==> config.mk <==
export PLATFORM = sky130hd
export DESIGN_NAME = gpu_frequency_level_governor_top
export DESIGN_NICKNAME = d
export VERILOG_FILES = /design/src/rtl/flg_pkg.sv /design/src/rtl/flg_decide.sv /design/src/rtl/gpu_frequency_level_governor_top.sv
export SDC_FILE = /design/constraint.sdc
export NUM_CORES = 1
export LEC_CHECK = 0
export ABC_AREA = 1
export BUFFER_PORTS_ARGS = -buffer_cell sky130_fd_sc_hd__buf_2
export CAP_MARGIN = 20
export CORE_AREA = 2 2 209 211
export CTS_CLUSTER_DIAMETER = 30
export CTS_CLUSTER_SIZE = 14
export DETAILED_ROUTE_END_ITERATION = 10
export DIE_AREA = 0 0 211 213
export GPL_TIMING_DRIVEN = 0
export SLEW_MARGIN = 10
export SYNTH_ARGS = -nofsm -noshare
export SYNTH_HDL_FRONTEND = slang
export SYNTH_SLANG_ARGS = --single-unit
export TNS_END_PERCENT = 50
==> constraint.sdc <==
create_clock -name aclk -period 10 [get_ports aclk]
set_input_delay 1 -clock aclk [delete_from_list [all_inputs] [get_ports aclk]]
set_output_delay 1 -clock aclk [all_outputs]
set_load 0.02 [all_outputs]
==> src/rtl/flg_pkg.sv <==
`timescale 1ns / 1ps
// ----------------------------------------------------------------------------
// flg_pkg
// Shared types, codes and constants of the GPU frequency level governor.
// ----------------------------------------------------------------------------
package flg_pkg;

    // Default parameter values
    localparam int LEVEL_BITS_DEF = 4;
    localparam int BIN_WIDTH_DEF  = 32;

    // Field widths fixed by the register and item layout
    localparam int US_W    = 20;
    localparam int REQ_W   = 2;
    localparam int MODE_W  = 2;
    localparam int LCNT_W  = 5;
    localparam int DLVL_W  = 4;
    localparam int LAZY_W  = 8;
    localparam int VOTE_W  = 5;
    localparam int NSW_W   = 8;
    localparam int SKIP_W  = 10;
    localparam int CIDX_W  = 3;

    // Top-level muting thresholds
    localparam logic [NSW_W-1:0]  NSW_MUTE_LIMIT     = NSW_W'(200);
    localparam logic [NSW_W-1:0]  NSW_RELEASE_STEP   = NSW_W'(40);
    localparam logic [SKIP_W-1:0] SKIP_RELEASE_LIMIT = SKIP_W'(500);

    // Request codes
    localparam logic [REQ_W-1:0] REQ_SAMPLE = 2'd0;
    localparam logic [REQ_W-1:0] REQ_SLEEP  = 2'd1;
    localparam logic [REQ_W-1:0] REQ_WAKE   = 2'd2;

    // Governor mode codes
    localparam logic [MODE_W-1:0] MODE_PERFORMANCE = 2'd0;
    localparam logic [MODE_W-1:0] MODE_ONDEMAND    = 2'd1;
    localparam logic [MODE_W-1:0] MODE_SIMPLE      = 2'd2;

    // Register indexes
    localparam logic [CIDX_W-1:0] REG_GOVERNOR_MODE   = 3'd0;
    localparam logic [CIDX_W-1:0] REG_LEVEL_COUNT     = 3'd1;
    localparam logic [CIDX_W-1:0] REG_DEFAULT_LEVEL   = 3'd2;
    localparam logic [CIDX_W-1:0] REG_LAZINESS_RELOAD = 3'd3;
    localparam logic [CIDX_W-1:0] REG_RAMP_THRESHOLD  = 3'd4;
    localparam logic [CIDX_W-1:0] REG_FLOOR           = 3'd5;
    localparam logic [CIDX_W-1:0] REG_CEILING         = 3'd6;

    // Configuration register set
    typedef struct packed {
        logic [MODE_W-1:0] governor_mode;
        logic [LCNT_W-1:0] level_count;
        logic [DLVL_W-1:0] default_level;
        logic [LAZY_W-1:0] laziness_reload;
        logic [US_W-1:0]   ramp_threshold_us;
        logic [US_W-1:0]   floor_us;
        logic [US_W-1:0]   ceiling_us;
    } cfg_t;

    localparam cfg_t CFG_RESET = '{
        governor_mode:     MODE_ONDEMAND,
        level_count:       LCNT_W'(4),
        default_level:     DLVL_W'(1),
        laziness_reload:   LAZY_W'(5),
        ramp_threshold_us: US_W'(6000),
        floor_us:          US_W'(5000),
        ceiling_us:        US_W'(50000)
    };

    // Decision counters
    typedef struct packed {
        logic [NSW_W-1:0]  no_switch_count;
        logic [SKIP_W-1:0] skip_count;
        logic [LAZY_W-1:0] laziness_left;
    } cnt_t;

endpackage

==> src/rtl/flg_decide.sv <==
`timescale 1ns / 1ps
// ----------------------------------------------------------------------------
// flg_decide
// Decision logic for one request: bin update, top-level muting, level vote,
// clamping, and the next values of the bins and counters.
// ----------------------------------------------------------------------------
module flg_decide #(
    parameter int LEVEL_BITS = flg_pkg::LEVEL_BITS_DEF,
    parameter int BIN_WIDTH  = flg_pkg::BIN_WIDTH_DEF
) (
    input  flg_pkg::cfg_t                      cfg,
    input  flg_pkg::cnt_t                      cnt,
    input  logic [BIN_WIDTH-1:0]               total_bin,
    input  logic [BIN_WIDTH-1:0]               busy_bin,
    input  logic [flg_pkg::REQ_W-1:0]          req_type,
    input  logic [flg_pkg::US_W-1:0]           elapsed_us,
    input  logic [flg_pkg::US_W-1:0]           busy_us,
    input  logic [LEVEL_BITS-1:0]              current_level,
    input  logic                               device_napping,
    input  logic signed [flg_pkg::VOTE_W-1:0]  external_vote,
    output flg_pkg::cnt_t                      cnt_next,
    output logic [BIN_WIDTH-1:0]               total_next,
    output logic [BIN_WIDTH-1:0]               busy_next,
    output logic                               level_change,
    output logic [LEVEL_BITS-1:0]              new_level,
    output logic                               engine_reset
);
    import flg_pkg::*;

    localparam int LEVELS_MAX = 1 << LEVEL_BITS;
    localparam int SW         = LEVEL_BITS + 7;

    logic                   active;
    logic [BIN_WIDTH:0]     total_sum;
    logic [BIN_WIDTH:0]     busy_sum;
    logic [BIN_WIDTH-1:0]   total_sat;
    logic [BIN_WIDTH-1:0]   busy_sat;
    logic [BIN_WIDTH-1:0]   idle;
    logic [7:0]             lc8;
    logic [7:0]             top_w;
    logic [7:0]             cur8;
    logic [LEVEL_BITS-1:0]  top;
    logic [SKIP_W-1:0]      skip_inc;
    logic signed [5:0]      delta;
    logic signed [SW-1:0]   lv_sum;

    // Highest valid level index from the level count
    always_comb begin
        lc8 = 8'(cfg.level_count);
        if (lc8 == 8'd0) begin
            top_w = 8'd0;
        end else if (lc8 > 8'(LEVELS_MAX)) begin
            top_w = 8'(LEVELS_MAX - 1);
        end else begin
            top_w = lc8 - 8'd1;
        end
        top = top_w[LEVEL_BITS-1:0];
    end

    // Saturating bin sums and idle time
    assign total_sum = (BIN_WIDTH+1)'(total_bin) + (BIN_WIDTH+1)'(elapsed_us);
    assign busy_sum  = (BIN_WIDTH+1)'(busy_bin) + (BIN_WIDTH+1)'(busy_us);
    assign total_sat = total_sum[BIN_WIDTH] ? '1 : total_sum[BIN_WIDTH-1:0];
    assign busy_sat  = busy_sum[BIN_WIDTH] ? '1 : busy_sum[BIN_WIDTH-1:0];
    assign idle      = (total_sat > busy_sat) ? (total_sat - busy_sat) : '0;

    assign active   = (cfg.governor_mode == MODE_ONDEMAND) ||
                      (cfg.governor_mode == MODE_SIMPLE);
    assign cur8     = 8'(current_level);
    assign skip_inc = cnt.skip_count + SKIP_W'(1);

    // Request handling
    always_comb begin
        cnt_next     = cnt;
        total_next   = total_bin;
        busy_next    = busy_bin;
        level_change = 1'b0;
        new_level    = '0;
        engine_reset = 1'b0;
        delta        = '0;
        lv_sum       = '0;

        priority if (req_type == REQ_SLEEP) begin
            // drop gathered time and the no-switch history
            cnt_next.no_switch_count = '0;
            total_next   = '0;
            busy_next    = '0;
            engine_reset = 1'b1;
        end else if (req_type == REQ_WAKE) begin
            // restore the default level, clamped
            if (!device_napping && active) begin
                level_change = 1'b1;
                if (8'(cfg.default_level) > top_w) begin
                    new_level = top;
                end else begin
                    new_level = LEVEL_BITS'(cfg.default_level);
                end
            end
        end else if (req_type == REQ_SAMPLE && active) begin
            total_next = total_sat;
            busy_next  = busy_sat;
            if (elapsed_us != '0 && total_sat >= BIN_WIDTH'(cfg.floor_us)) begin
                if (current_level == '0 && cnt.no_switch_count > NSW_MUTE_LIMIT) begin
                    // muted at the fastest level: keep the bins
                    cnt_next.skip_count = skip_inc;
                    if (skip_inc > SKIP_RELEASE_LIMIT) begin
                        cnt_next.no_switch_count =
                            cnt.no_switch_count - NSW_RELEASE_STEP;
                        cnt_next.skip_count = '0;
                    end
                end else begin
                    if (current_level == '0) begin
                        if (cnt.no_switch_count != '1) begin
                            cnt_next.no_switch_count = cnt.no_switch_count + NSW_W'(1);
                        end
                    end else begin
                        cnt_next.no_switch_count = '0;
                    end

                    // pick the level step
                    priority if (busy_sat > BIN_WIDTH'(cfg.ceiling_us)) begin
                        delta = -6'sd1;
                    end else if (cfg.governor_mode == MODE_SIMPLE) begin
                        if (idle < BIN_WIDTH'(cfg.ramp_threshold_us)) begin
                            if (cur8 > 8'd0 && cur8 <= top_w) begin
                                delta = -6'sd1;
                            end
                        end else if (cur8 < top_w) begin
                            if (cnt.laziness_left != '0) begin
                                cnt_next.laziness_left = cnt.laziness_left - LAZY_W'(1);
                            end else begin
                                cnt_next.laziness_left = cfg.laziness_reload;
                                delta = 6'sd1;
                            end
                        end
                    end else begin
                        delta = 6'(external_vote);
                    end

                    total_next = '0;
                    busy_next  = '0;
                    if (delta != '0) begin
                        level_change = 1'b1;
                        lv_sum = signed'(SW'(current_level)) + SW'(delta);
                        if (lv_sum < 0) begin
                            new_level = '0;
                        end else if (lv_sum > signed'(SW'(top_w))) begin
                            new_level = top;
                        end else begin
                            new_level = lv_sum[LEVEL_BITS-1:0];
                        end
                    end
                end
            end
        end else begin
            // unknown request, or a sample outside ondemand and simple modes: no effect
        end
    end

endmodule

==> src/rtl/gpu_frequency_level_governor_top.sv <==
`timescale 1ns / 1ps
// ----------------------------------------------------------------------------
// gpu_frequency_level_governor_top
// Utilization driven power-level governor: takes idle-sample, sleep and wake
// requests and returns one level decision per request.
// ----------------------------------------------------------------------------
//  Channel   Prefix  Direction  Carries
//  request   s_      in         req_type, elapsed/busy time, level, nap, vote
//  result    m_      out        level_change, new_level, engine_reset
//  config    cfg_    in         register index and write data
//
//  One request per cycle while m_ready is high; the input register takes the
//  request at the accepting edge, and the result is presented once the
//  decision lands in the result register.
//  Reset loads the register defaults and clears the bins and counters.
//  With m_ready low the result holds, the input register takes one more
//  request, then s_ready drops. Configuration writes are always taken.
// ----------------------------------------------------------------------------
module gpu_frequency_level_governor_top #(
    parameter int LEVEL_BITS = flg_pkg::LEVEL_BITS_DEF,
    parameter int BIN_WIDTH  = flg_pkg::BIN_WIDTH_DEF
) (
    input  logic                               aclk,
    input  logic                               aresetn,
    input  logic                               s_valid,
    output logic                               s_ready,
    input  logic [flg_pkg::REQ_W-1:0]          s_req_type,
    input  logic [flg_pkg::US_W-1:0]           s_elapsed_us,
    input  logic [flg_pkg::US_W-1:0]           s_busy_us,
    input  logic [LEVEL_BITS-1:0]              s_current_level,
    input  logic                               s_device_napping,
    input  logic signed [flg_pkg::VOTE_W-1:0]  s_external_vote,
    output logic                               m_valid,
    input  logic                               m_ready,
    output logic                               m_level_change,
    output logic [LEVEL_BITS-1:0]              m_new_level,
    output logic                               m_engine_reset,
    input  logic                               cfg_valid,
    output logic                               cfg_ready,
    input  logic [flg_pkg::CIDX_W-1:0]         cfg_index,
    input  logic [flg_pkg::US_W-1:0]           cfg_data
);
    import flg_pkg::*;

    cfg_t                    cfg_reg;
    cnt_t                    cnt_reg;
    cnt_t                    cnt_next;
    logic [BIN_WIDTH-1:0]    total_bin_reg;
    logic [BIN_WIDTH-1:0]    busy_bin_reg;
    logic [BIN_WIDTH-1:0]    total_next;
    logic [BIN_WIDTH-1:0]    busy_next;

    logic                    in_valid_reg;
    logic                    in_valid_next;
    logic [REQ_W-1:0]        in_req_reg;
    logic [US_W-1:0]         in_elapsed_reg;
    logic [US_W-1:0]         in_busy_reg;
    logic [LEVEL_BITS-1:0]   in_level_reg;
    logic                    in_nap_reg;
    logic signed [VOTE_W-1:0] in_vote_reg;

    logic                    m_valid_reg;
    logic                    m_valid_next;
    logic                    m_change_reg;
    logic [LEVEL_BITS-1:0]   m_level_reg;
    logic                    m_ereset_reg;

    logic                    dec_change;
    logic [LEVEL_BITS-1:0]   dec_level;
    logic                    dec_ereset;
    logic                    advance;
    logic                    s_accept;

    // Handshake control
    assign advance   = in_valid_reg && (!m_valid_reg || m_ready);
    assign s_ready   = !in_valid_reg || advance;
    assign s_accept  = s_valid && s_ready;
    assign cfg_ready = 1'b1;

    assign in_valid_next = s_accept ? 1'b1 : (advance ? 1'b0 : in_valid_reg);
    assign m_valid_next  = advance ? 1'b1 : (m_ready ? 1'b0 : m_valid_reg);

    // Decision logic on the registered request
    flg_decide #(
        .LEVEL_BITS (LEVEL_BITS),
        .BIN_WIDTH  (BIN_WIDTH)
    ) u_decide (
        .cfg            (cfg_reg),
        .cnt            (cnt_reg),
        .total_bin      (total_bin_reg),
        .busy_bin       (busy_bin_reg),
        .req_type       (in_req_reg),
        .elapsed_us     (in_elapsed_reg),
        .busy_us        (in_busy_reg),
        .current_level  (in_level_reg),
        .device_napping (in_nap_reg),
        .external_vote  (in_vote_reg),
        .cnt_next       (cnt_next),
        .total_next     (total_next),
        .busy_next      (busy_next),
        .level_change   (dec_change),
        .new_level      (dec_level),
        .engine_reset   (dec_ereset)
    );

    // Hold control state, configuration, bins and counters
    always_ff @(posedge aclk) begin
        if (!aresetn) begin
            in_valid_reg  <= 1'b0;
            m_valid_reg   <= 1'b0;
            cfg_reg       <= CFG_RESET;
            cnt_reg       <= '0;
            total_bin_reg <= '0;
            busy_bin_reg  <= '0;
        end else begin
            in_valid_reg <= in_valid_next;
            m_valid_reg  <= m_valid_next;
            if (advance) begin
                cnt_reg       <= cnt_next;
                total_bin_reg <= total_next;
                busy_bin_reg  <= busy_next;
            end
            if (cfg_valid && cfg_ready) begin
                unique case (cfg_index)
                    REG_GOVERNOR_MODE:   cfg_reg.governor_mode     <= cfg_data[MODE_W-1:0];
                    REG_LEVEL_COUNT:     cfg_reg.level_count       <= cfg_data[LCNT_W-1:0];
                    REG_DEFAULT_LEVEL:   cfg_reg.default_level     <= cfg_data[DLVL_W-1:0];
                    REG_LAZINESS_RELOAD: cfg_reg.laziness_reload   <= cfg_data[LAZY_W-1:0];
                    REG_RAMP_THRESHOLD:  cfg_reg.ramp_threshold_us <= cfg_data;
                    REG_FLOOR:           cfg_reg.floor_us          <= cfg_data;
                    REG_CEILING:         cfg_reg.ceiling_us        <= cfg_data;
                    default: begin
                    end
                endcase
            end
        end
    end

    // Capture the request transaction
    always_ff @(posedge aclk) begin
        if (s_accept) begin
            in_req_reg     <= s_req_type;
            in_elapsed_reg <= s_elapsed_us;
            in_busy_reg    <= s_busy_us;
            in_level_reg   <= s_current_level;
            in_nap_reg     <= s_device_napping;
            in_vote_reg    <= s_external_vote;
        end
    end

    // Load the result transaction
    always_ff @(posedge aclk) begin
        if (advance) begin
            m_change_reg <= dec_change;
            m_level_reg  <= dec_level;
            m_ereset_reg <= dec_ereset;
        end
    end

    assign m_valid        = m_valid_reg;
    assign m_level_change = m_change_reg;
    assign m_new_level    = m_level_reg;
    assign m_engine_reset = m_ereset_reg;

    // Checks
    a_sleep_no_change: assert property (@(posedge aclk) disable iff (!aresetn)
        m_valid_reg |-> !(m_ereset_reg && m_change_reg))
        else $error("sleep result also requests a level change");

    a_level_zero_idle: assert property (@(posedge aclk) disable iff (!aresetn)
        (m_valid_reg && !m_change_reg) |-> (m_level_reg == '0))
        else $error("new level nonzero without a level change");

    a_level_in_range: assert property (@(posedge aclk) disable iff (!aresetn)
        (m_valid_reg && m_change_reg) |->
            ((8'(m_level_reg) < 8'(cfg_reg.level_count)) || (m_level_reg == '0)))
        else $error("requested level beyond level count");

    a_sleep_clears: assert property (@(posedge aclk) disable iff (!aresetn)
        (advance && in_req_reg == REQ_SLEEP) |=>
            (total_bin_reg == '0 && busy_bin_reg == '0 &&
             cnt_reg.no_switch_count == '0))
        else $error("sleep did not clear bins");

    a_skip_bound: assert property (@(posedge aclk) disable iff (!aresetn)
        cnt_reg.skip_count <= SKIP_RELEASE_LIMIT)
        else $error("skip counter past its limit");

endmodule
==> flow_summary.json, run 1 <==
{
  "status": "complete, no violations",
  "critPathMaxFanout": 10,
  "cpMostUsedCell": "nand2_1",
  "final_nets": 2760,
  "postCtsSetupBuffers": 0,
  "endpoint_kind": "register",
  "layout_commonest_cell": "nand2_1",
  "use_met2_pct": 38.9,
  "worst_skew_pair.late_latency_ns": 0.63,
  "yosys_warnings": 0,
  "grtUsageTotal_pct": 23.0,
  "irDropWorstVdd_mv": 0.151,
  "place.port_buffers": 87,
  "synth_cell_type_count": 66,
  "async_flop_share_pct": 0,
  "htreeDepth": 2,
  "crit_required_ns": 10.47,
  "antenna_left": 0,
  "worst_slew_pin_slew_ns": 1.06,
  "post-dp-hpwl_um": 40800,
  "rsz0062_at_grt": "no",
  "synth_edf_count": 58,
  "place_congestion": 0.953,
  "wl_um": 51300,
  "overflow": 0,
  "n_fill_cell": 4212,
  "crit_arrival_ns": 9.52,
  "drcViolationCount": 0,
  "skew_ns": 0.0425,
  "setup_ws_ns": 0.950,
  "pre_cts_slack_ns": 0.722,
  "cts_sinks": 229,
  "initial_core_util_pct": 39.7,
  "hold_class": "reg2reg",
  "diodes": 0,
  "cts_buffers": 60,
  "cts_resized": 0,
  "die_x_um": 211,
  "leakagePower_nw": 9.22,
  "first_pass_iters": 6,
  "ys_seq_area_share_pct": 30.5,
  "fin_crit_sh_pct": 90.5,
  "setup_violations": 0,
  "ys.flop_type": "dfxtp_1",
  "finalHoldViolCount": 0,
  "top_usage_layer": "met2",
  "routed-via-count": 16100,
  "cts_buffer_depth": 3,
  "period_minus_slack_ns": 9.05,
  "setup_tns_ns": 0,
  "avgSynthCellArea_um2": 7.17,
  "synth_seq_cells": 229,
  "cts_tree": "built",
  "drt-initial-drc-count": 1046,
  "drv_slew": 0,
  "cpPeakStageDelay_ns": 0.42,
  "wl_per_cell_um": 16.5,
  "maxCapViolCount": 0,
  "die_h_um": 213,
  "clkTransAtPathRegs_ns": 0.04,
  "final_layout_size_suffix_gt1_share_pct": 15.3,
  "synthCells": 2363,
  "use_met1_pct": 29.9,
  "dieArea_mm2": 0.0449,
  "relSlewSlack_pct": 28.6,
  "syn_to_final_growth_pct": 19.8,
  "num_rows": 76,
  "largest_reg_flops": 79,
  "cp-start-kind": "register",
  "p_per_area_mw_per_mm2": 178,
  "core_area_mm2": 0.0427,
  "post_drt_via_cell_ratio": 5.17,
  "grt_max_degree": 53,
  "path_class": "reg2reg",
  "grt_pass1_wl_um": 81400,
  "cts_hold_buf": 0,
  "ctsRootBufferMaster": "clkbuf_16",
  "netlist_area_mm2": 0.0170,
  "crit_slowest_cell": "fa_1",
  "mostFrequentLayoutCells": "nand2_1, inv_1, nor2_1",
  "grtUsageMet3_pct": 4.00,
  "antenna_found_initial": 2,
  "grt_pass1_vias": 15500,
  "fmax_ghz": 0.111,
  "io_pins": 89
}
[worst paths after layout]
check | start | end | slack, ns | cells after the start
min | cfg_reg[64] | cfg_reg[64] | 0.46 | 2
min reg2reg | cfg_reg[64] | cfg_reg[64] | 0.46 | 2
max | in_busy_reg[0] | m_new_level[2] | 0.95 | 50
max reg2reg | in_busy_reg[0] | m_new_level[2] | 0.95 | 50
[per-layer routing]
metal | vias up | wire length (um)
met5 | - | 16
met4 | 2 | 1490
met1 | 7461 | 23200
met2 | 368 | 23800
met3 | 82 | 2830
li1 | 8163 | -
[cells by family after synthesis]
logic type	count (synthesis)	share of synthesized area, %
flops	229	30.5
fa+ha+maj	168	12.6
simple gates	1003	26.5
other cells	1	0.0221
compound gates	516	18.0
buf+inv	386	9.28
xor+xnor	60	3.10
[worst max-delay path: cells and delay by family (launching register included)]
| family | cells | cell delay (ns) |
|---|---|---|
| AND/OR/NAND/NOR | 26 | 3.43 |
| adder cells (fa/ha/maj) | 7 | 2.08 |
| AO/OA/AOI/OAI | 11 | 1.95 |
| buffers and inverters | 5 | 0.78 |
| flip-flops | 1 | 0.39 |
| XOR/XNOR | 1 | 0.26 |
[per-stage QoR]
step	total power [mW]	util (%)	instances	instance area [um2]	hold WS, ns
after floorplan	1.35	-	2364	17000	0.425
after global placement	1.49	42.3	2997	18100	0.443
after detailed placement	1.50	42.3	2997	18100	0.450
after CTS	3.63	47.6	3110	20300	0.455
after global routing	3.76	47.6	3109	20300	0.475
final	3.61	47.6	3109	20300	0.455
[synth_stat cells, drive strengths merged (2+ instances only)]
cell	number	area [um2]
a211oi	10	75.1
a21boi	4	30.0
a21o	9	67.6
a21oi	270	1600
a31oi	6	43.8
and2	6	40.0
and3	3	18.8
buf	13	165
clkbuf	40	150
clkinv	3	12.5
dfxtp	171	3420
edfxtp	58	1740
fa	4	80.1
ha	164	2050
inv	330	1250
nand2	539	2230
nand3	104	541
nand3b	5	37.5
nand4	30	215
nor2	248	996
nor3	30	150
nor3b	8	65.1
nor4	14	103
o211ai	25	188
o21ai	164	836
o21bai	12	90.1
o22ai	5	31.3
o311ai	2	17.5
or2	16	100
xnor2	14	123
xor2	46	403
[final cells by class]
| cell class | count | area (um2) | share of cell area [%] |
|---|---|---|---|
| Timing Repair Buffer | 87 | 435 | 2.14 |
| Clock inverter | 41 | 636 | 3.13 |
| Buffer | 52 | 312 | 1.53 |
| Inverter | 333 | 1260 | 6.21 |
| Multi-Input combinational cell | 1749 | 10200 | 50.3 |
| Sequential cell | 229 | 5160 | 25.4 |
| Clock buffer | 72 | 1610 | 7.91 |
| Tap cell | 546 | 683 | 3.36 |
[power breakdown]
group          internal [mW]  leakage (nW)  total, mW  switching (mW)
Clock                   1.50          1.08       2.12           0.623
Combinational          0.166          6.18      0.489           0.323
Sequential             0.984          1.95      0.997          0.0135
(Power assumes the default switching activity.)
==> run 2, diff against run 1 <==
- ABC_AREA: 1 -> 0
- CORE_AREA: 2 2 209 211 -> 2 2 203 205
- DIE_AREA: 0 0 211 213 -> 0 0 205 207
- MAX_ROUTING_LAYER: not set -> met4
==> flow_summary.json, run 2 <==
{
  "finalHoldViolCount": 0,
  "initial_core_util_pct": 39.5,
  "worst_slew_pin_slew_ns": 0.946,
  "first_pass_iters": 5,
  "final_layout_size_suffix_gt1_share_pct": 18.7,
  "irDropWorstVdd_mv": 0.205,
  "overflow": 0,
  "layout_commonest_cell": "nand2_1",
  "relSlewSlack_pct": 36.4,
  "drv_slew": 0,
  "cts_buffer_depth": 3,
  "synth_top_area_share_pct": 21.5,
  "mostFrequentLayoutCells": "nand2_1, dfxtp_1, a21oi_1",
  "synth-xor-area-share_pct": 3.90,
  "num_rows": 74,
  "async_flop_share_pct": 0,
  "netlist_top_cells_count": "nand2_1, dfxtp_1, ha_1",
  "final_nets": 2389,
  "post_drt_via_cell_ratio": 5.64,
  "placed_cells": 2573,
  "fmax_ghz": 0.103,
  "grt_max_degree": 53,
  "fin_crit_sh_pct": 97.0,
  "post-dp-hpwl_um": 38800,
  "cts_buffers": 61,
  "synth_compound_area_share_pct": 23.1,
  "antenna_left": 0,
  "setup_tns_ns": 0,
  "avgSynthCellArea_um2": 8.16,
  "synth_seq_cells": 229,
  "p_per_area_mw_per_mm2": 177,
  "fin_cells": 2727,
  "yosys_warnings": 0,
  "die_h_um": 207,
  "place_congestion": 0.952,
  "pwr-share-clk_pct": 58.1,
  "drcViolationCount": 0,
  "cpPeakStageDelay_ns": 0.57,
  "cts_sinks": 229,
  "synth-adder-area-share_pct": 13.4,
  "worst_skew_pair.late_latency_ns": 0.61,
  "synth_cell_type_count": 80,
  "ctsRootBufferMaster": "clkbuf_16",
  "wl_um": 51700,
  "comb_power_share_pct": 14.4,
  "htreeDepth": 2,
  "syn_to_final_growth_pct": 27.5,
  "grt_pass1_vias": 14700,
  "p_int_mw": 2.66,
  "endpoint_kind": "register",
  "synthMuxAreaShare_pct": 1.93,
  "yosys.area_share.simple_pct": 20.3,
  "synth_most_common_cell": "nand2_1",
  "core_area_mm2": 0.0404,
  "maxCapViolCount": 0,
  "path_class": "reg2reg",
  "swShare_pct": 26.3,
  "synth_edf_count": 58,
  "p_sw_mw": 0.947,
  "ys_seq_area_share_pct": 32.4,
  "crit_required_ns": 10.45,
  "largest_reg_flops": 79,
  "routed-via-count": 15400,
  "synth_top_family_by_area": "compound AO/OA/AOI/OAI gates",
  "skew_ns": 0.0138,
  "netlist_area_mm2": 0.0160,
  "critPathMaxFanout": 6,
  "status": "complete, no violations",
  "drt-initial-drc-count": 911,
  "io_pins": 89,
  "crit_slowest_cell": "or4_4",
  "clkTransAtPathRegs_ns": 0.05,
  "antenna_found_initial": 1,
  "dieArea_mm2": 0.0424,
  "synth.area.top_cells": "dfxtp_1, ha_1, edfxtp_1",
  "grtUsageTotal_pct": 24.6,
  "cts_tree": "built",
  "ys.flop_type": "dfxtp_1",
  "cts_hold_buf": 0,
  "grt_pass1_wl_um": 80200,
  "crit_arrival_ns": 10.15,
  "synthCells": 1954,
  "wl_per_cell_um": 19.0,
  "leakagePower_nw": 8.49,
  "die_x_um": 205,
  "synth_top_cell_by_area": "dfxtp_1",
  "period_minus_slack_ns": 9.70,
  "cp-start-kind": "register",
  "hold_class": "reg2reg",
  "sequentialPowerShare_pct": 27.6,
  "setup_violations": 0,
  "place.port_buffers": 86,
  "hold_slack_ns": 0.454
}
## run 2: power by group through the flow
stage	clock network (mW)	logic (mW)	registers, mW
floorplan	0	0.299	1.01
global placement	0	0.424	1.01
detailed placement	0	0.434	1.01
CTS	2.12	0.459	0.994
global route	2.17	0.566	0.996
finish	2.09	0.518	0.994
## run 2: routing by layer
| layer | vias to the layer above | part of all wire, % | global-route usage [%] | wire length (um) |
|---|---|---|---|---|
| met5 | - | 0 | - | 0 |
| met3 | 117 | 6.0 | 3.81 | 3090 |
| met1 | 7323 | 46 | 32.9 | 23600 |
| li1 | 7499 | - | - | - |
| met4 | 0 | 3.6 | 7.99 | 1840 |
| met2 | 445 | 45 | 38.0 | 23200 |
## run 2: through the flow
stage	instance area [um2]	utilization [%]	power, mW	setup slack, ns
5_1_grt	20300	50.4	3.73	-0.113
3_5_place_dp	17100	42.2	1.44	-2.66
6_report	20300	50.4	3.61	0.301
3_3_place_gp	17100	42.2	1.43	-2.55
2_1_floorplan	16000	-	1.31	0.172
4_1_cts	19700	48.8	3.57	0.0116
## run 2: path summary, 6_finish.rpt
check        slack [ns]  cells after the start              to      startpoint
min reg2reg        0.45                      2     cfg_reg[25]     cfg_reg[25]
max                0.30                     50  m_new_level[1]  in_busy_reg[0]
max reg2reg        0.30                     50  m_new_level[1]  in_busy_reg[0]
min                0.45                      2     cfg_reg[25]     cfg_reg[25]
## run 2: worst max-delay path, delay by kind of cell, from the launching register on
family          cells  cell delay, ns
compound gates     23            4.12
xor+xnor            1            0.18
fa+ha+maj           7            2.12
buf+inv             5            0.50
flops               1            0.44
mux                 1            0.30
simple gates       13            1.86
## run 2: kinds of logic (layout without fill, tap and decap cells)
| kind of cell | count (synthesis) | after routing |
|---|---|---|
| AOI/OAI and AO/OA | 564 | 564 |
| xor gates and xnor gates | 71 | 71 |
| adders and majority gates | 169 | 169 |
| buffers and inverters | 205 | 444 |
| DFF | 229 | 229 |
| muxes | 30 | 30 |
| other | 1 | 3 |
| and+or+nand+nor | 685 | 685 |
## run 2: what timing repair did
item | in CTS | in global routing
gates resized for setup | 82 | 116
endpoints found under the setup margin | 7 | 4
setup buffers | 22 | 26
pin swaps | 28 | 57
cloned | 0 | 1
## run 2: area by class of cell
type / count / area, um2
fillers: 3897 / 20000
clock buffers: 77 / 1690
repair buffers: 136 / 825
flip-flops and latches: 229 / 5160
inverters: 132 / 495
clock inverters: 39 / 537
well taps: 532 / 666
plain buffers: 60 / 305
diodes: 1 / 2.50
multi-input cells: 1521 / 10700
